--- config.mk ---
export PLATFORM = sky130hd
export DESIGN_NAME = wcld_ctrl
export DESIGN_NICKNAME = d
export VERILOG_FILES = /design/src/hdl/wcld_pkg.sv /design/src/hdl/wcld_ctrl.sv
export SDC_FILE = /design/constraint.sdc
export NUM_CORES = 1
export LEC_CHECK = 0
export ABC_AREA = 1
export BUFFER_PORTS_ARGS = -buffer_cell sky130_fd_sc_hd__buf_4
export CORE_MARGIN = 5
export CORE_UTILIZATION = 40
export DETAILED_ROUTE_END_ITERATION = 10
export PLACE_DENSITY = 0.66
export SYNTH_ARGS = -nofsm -noshare
export SYNTH_HDL_FRONTEND = slang
export SYNTH_SLANG_ARGS = --single-unit
--- constraint.sdc ---
create_clock -name clk -period 1.3 [get_ports clk]
set_input_delay 0.13 -clock clk [delete_from_list [all_inputs] [get_ports clk]]
set_output_delay 0.13 -clock clk [all_outputs]
set_load 0.05 [all_outputs]
--- src/hdl/wcld_pkg.sv ---
// Shared types and constants for the weighted capped length distributor.
// No dependencies; used by the top level, wcld_ctrl and wcld_datapath.
package wcld_pkg;

	localparam int LEN_W = 24;
	localparam int GAP_W = 16;
	localparam int WGT_W = 8;
	localparam int MAX_SEGMENTS_DEF = 32;

	typedef enum logic [1:0] {
		MODE_NONE,
		MODE_GROW,
		MODE_SHRINK
	} mode_t;

	typedef enum logic [3:0] {
		OP_IDLE,
		OP_LOAD,
		OP_CLAMP,
		OP_PREP,
		OP_ROUND_INIT,
		OP_SUM,
		OP_SUM_CHK,
		OP_SKIP,
		OP_MUL,
		OP_DIV_START,
		OP_APPLY,
		OP_ROUND_END,
		OP_OUT
	} op_t;

	typedef enum logic [3:0] {
		S_LOAD,
		S_CLAMP_RD,
		S_CLAMP_EX,
		S_PREP,
		S_ROUND,
		S_SUM_RD,
		S_SUM_EX,
		S_SUM_CHK,
		S_APP_RD,
		S_APP_EX,
		S_DIV_GO,
		S_DIV_WAIT,
		S_APP_WR,
		S_APP_END,
		S_OUT_RD,
		S_OUT_EX
	} state_t;

	typedef struct packed {
		op_t  op;
		logic cfg_we;
	} cmd_t;

	typedef struct packed {
		logic in_last;
		logic idx_last;
		logic round_ok;
		logic tot_zero;
		logic elig;
		logic div_done;
		logic out_free;
	} stat_t;

endpackage

--- src/hdl/wcld_ctrl.sv ---
// Controller state machine: sequences load, clamp, sharing rounds and output.
// Depends on wcld_pkg.
module wcld_ctrl (
	input  logic            clk,
	input  logic            arst_n,
	input  logic            in_valid,
	input  logic            cfg_valid,
	input  wcld_pkg::stat_t stat,
	output logic            in_stall,
	output logic            cfg_ready,
	output wcld_pkg::cmd_t  cmd
);
	import wcld_pkg::*;

	state_t state_q, state_nxt;

	always_ff @(posedge clk or negedge arst_n) begin
		if (!arst_n) begin
			state_q <= S_LOAD;
		end else begin
			state_q <= state_nxt;
		end
	end

	always_comb begin
		state_nxt  = state_q;
		cmd.op     = OP_IDLE;
		cmd.cfg_we = 1'b0;
		in_stall   = 1'b1;
		cfg_ready  = 1'b0;
		unique case (state_q)
			S_LOAD: begin
				in_stall   = 1'b0;
				cfg_ready  = 1'b1;
				cmd.cfg_we = cfg_valid;
				if (in_valid) begin
					cmd.op = OP_LOAD;
					if (stat.in_last) begin
						state_nxt = S_CLAMP_RD;
					end
				end
			end
			S_CLAMP_RD: state_nxt = S_CLAMP_EX;
			S_CLAMP_EX: begin
				cmd.op    = OP_CLAMP;
				state_nxt = stat.idx_last ? S_PREP : S_CLAMP_RD;
			end
			S_PREP: begin
				cmd.op    = OP_PREP;
				state_nxt = S_ROUND;
			end
			S_ROUND: begin
				cmd.op    = OP_ROUND_INIT;
				state_nxt = stat.round_ok ? S_SUM_RD : S_OUT_RD;
			end
			S_SUM_RD: state_nxt = S_SUM_EX;
			S_SUM_EX: begin
				cmd.op    = OP_SUM;
				state_nxt = stat.idx_last ? S_SUM_CHK : S_SUM_RD;
			end
			S_SUM_CHK: begin
				cmd.op    = OP_SUM_CHK;
				state_nxt = stat.tot_zero ? S_ROUND : S_APP_RD;
			end
			S_APP_RD: state_nxt = S_APP_EX;
			S_APP_EX: begin
				if (stat.elig) begin
					cmd.op    = OP_MUL;
					state_nxt = S_DIV_GO;
				end else begin
					cmd.op    = OP_SKIP;
					state_nxt = stat.idx_last ? S_APP_END : S_APP_RD;
				end
			end
			S_DIV_GO: begin
				cmd.op    = OP_DIV_START;
				state_nxt = S_DIV_WAIT;
			end
			S_DIV_WAIT: begin
				if (stat.div_done) begin
					state_nxt = S_APP_WR;
				end
			end
			S_APP_WR: begin
				cmd.op    = OP_APPLY;
				state_nxt = stat.idx_last ? S_APP_END : S_APP_RD;
			end
			S_APP_END: begin
				cmd.op    = OP_ROUND_END;
				state_nxt = S_ROUND;
			end
			S_OUT_RD: state_nxt = S_OUT_EX;
			S_OUT_EX: begin
				if (stat.out_free) begin
					cmd.op    = OP_OUT;
					state_nxt = stat.idx_last ? S_LOAD : S_OUT_RD;
				end
			end
			default: state_nxt = S_LOAD;
		endcase
	end

endmodule

==> impl_metrics.tcl <==
set metrics [dict create \
    status "finished, violations left" \
    violations "setup timing" \
    dr.pass1.iters 4 \
    fill_cells 93 \
    tightest_slew_ns 0.2129 \
    grtUsageTotal 0.1882 \
    synth_compound_area_frac 0.07551 \
    ant_nets 0 \
    place_congestion 0.8809 \
    worst_setup_path_start_kind "flop" \
    synth_fp_nets 106 \
    grt_antenna_before_repair 0 \
    path_class "flop to output pin" \
    synth_adder_area_share 0 \
    r2r_start "state_q[1]" \
    max_slew_margin 0.8581 \
    final-hold-violation-count 0 \
    initial_utilization 0.4202 \
    dieHeight_um 46.97 \
    postSynthAreaPerCell_um2 5.756 \
    grt_max_degree 9 \
    timing.final.max_slew_violations 0 \
    antenna_cells 0 \
    worst_setup_path_end_kind "output pin" \
    max_stage_delay_ns 0.45 \
    muxShareOfSynthArea 0 \
    grt_pass1_wl_um 2939 \
    ys_ff_latch 4 \
    final.period_utilization 1.214 \
    ys_types 20 \
    fin_total_pwr_mw 2.871 \
    setup_tns_ns -1.872 \
    hp-class "input pin to asynchronous set/reset pin" \
    dr_total_vias 724 \
    cts_tree "yes" \
    synth_ff_type "dfrtp_1" \
    maxCapViolCount 0 \
    first_iter_violations 12 \
    final_layout_size_suffix_gt1_frac 0.6103 \
    totalWireLength_um 1761 \
    dieArea_um2 2206 \
    arrival_ns 1.45 \
    crit_chain "inv_2 > nand2_2 > nor2_4 > buf_4 > nand2_1 > nand2_1 > inv_2 > nand3_2 > buf_8" \
    top_regs "state_q x4" \
    io_buffers 17 \
    pwr_density_cell_nw_per_um2 2857 \
    required_ns 1.17 \
    nets 148 \
    synthCells 95 \
    root_buffer "clkbuf_4" \
    max-vdd-ir-drop_uv 1739 \
    synth_warnings 0 \
    syn-cell-area_um2 546.8 \
    clkSlewWorstSetupHoldPaths_ns 0.04 \
    synth_top_family_by_area "simple AND/OR/NAND/NOR gates" \
    ios 18 \
    cpMaxStageDelayCell "dfrtp_2" \
    whs_ns 0.2265 \
    clk-insertion-delay-late_ns 0.24 \
    clock_sinks 4 \
    gr-total-overflow 0 \
    rows 13 \
    yosys.area_share.simple 0.5904 \
    final_cells 151 \
    htree_levels 1 \
    wire_per_inst_um 11.66 \
    preCtsSetupSlack_ns -0.1601 \
    synth_xor_xnor_area_share 0 \
    core_area_um2 1301 \
    synth_edf_count 0 \
    clock.fmax_ghz 0.6338 \
    syn_to_final_growth_pct 83.75 \
    ys_seq_area_frac 0.1831 \
    path_max_fanout 5 \
    drc_errors 0 \
    regMostFlops "state_q" \
    dp_cells 139 \
    grt_pass1_vias 713 \
    setup_ws_ns -0.2779 \
    cts_buffers 3 \
    largest_reg_flops 4 \
    avgViaCountPerCell 4.795 \
    min_period_ns 1.578 \
    p_leak_nw 0.5571 \
    fin_skew_ns 0.0001742 \
    hpwl_um 1310 \
    crit_start "state_q[1]" \
    die_w_um 46.97 \
    rsz0062_at_grt "true" \
    cts_buffer_depth 2 \
    synthArstFlopShare 1.000 \
    finalSetupViolCount 11 \
]
critical path: cells and delay by family (launching register included):
kind	cells	cell delay [ns]
AND/OR/NAND/NOR	5	0.34
flip-flops	1	0.45
buffers and inverters	4	0.40
where the power goes:
| group | internal, mW | leakage (nW) | switching (mW) |
|---|---|---|---|
| logic | 0.996 | 0.497 | 1.34 |
| registers | 0.201 | 0.0448 | 0.160 |
| clock network | 0.116 | 0.0150 | 0.0584 |
| total | 1.31 | 0.557 | 1.56 |
logic make-up (layout without fill, tap and decap cells):
family	after synthesis	after routing
flip-flops	4	4
AND/OR/NAND/NOR	65	65
AO/OA/AOI/OAI	7	7
buffers and inverters	19	60
path summary, 6_finish.rpt:
kind | end | slack (ns) | depth (start not counted)
max | cmd[4] | -0.28 | 9
min | state_q[1] | 0.23 | 2
max reg2reg | state_q[2] | -0.09 | 9
min reg2reg | state_q[0] | 0.77 | 3
max in group asynchronous | state_q[2] | 0.96 | 2
min in group clk | state_q[2] | 0.25 | 4
metal layers:
metal / routed length (um) / GRT usage
met5: 0 / 0
met4: 33 / 0.09392
met3: 65 / 0.01916
met2: 961 / 0.3333
met1: 700 / 0.2230
what timing repair did:
action	in CTS	in global routing
pin swaps	2	2
endpoints found under the hold margin	4	0
endpoints found under the setup margin	11	11
hold buffers	1	0
gates resized for setup	8	22
setup buffers	3	4
gates cloned	0	0
final cells by class:
class	instances	area [um^2]	share of cell area
clock buffers	4	26.28	0.02615
inverters	17	73.82	0.07347
multi-input cells	72	447.9	0.4458
flip-flops and latches	4	105.1	0.1046
well taps	15	18.77	0.01868
repair buffers	39	332.8	0.3313
per-stage QoR:
step	instance area, um^2	util
2_1_floorplan	591.8	-
3_3_place_gp	824.5	0.6337
3_5_place_dp	824.5	0.6337
4_1_cts	908.4	0.6981
5_1_grt	1005	0.7721
6_report	1005	0.7721
Yosys cell counts, types with 2 or more instances:
master / n / share of area
nand2_2: 5 / 0.057
inv_2: 5 / 0.034
o21ai_0: 3 / 0.027
nand3_1: 10 / 0.092
nand4_1: 2 / 0.023
nor2_2: 5 / 0.057
nor2_1: 6 / 0.041
dfrtp_1: 4 / 0.18
nor2_4: 3 / 0.062
inv_1: 11 / 0.076
nand2_1: 32 / 0.22
layout by cell type (no fill, tap or decap):
master	instances
nor2_4	7
inv_4	1
nor2_1	3
inv_1	8
nand4_1	2
o211ai_1	1
a21oi_2	1
clkbuf_4	3
nor2_2	4
dlygate4sd3_1	1
nand3_2	5
nand2_2	7
o21ai_2	2
nand2_8	1
inv_8	1
nand2_4	2
dfrtp_2	4
buf_6	2
buf_4	32
clkbuf_1	1
nand2_1	28
o21ai_0	3
buf_8	4
nand3_1	6
inv_2	7
(Power assumes the default switching activity.)
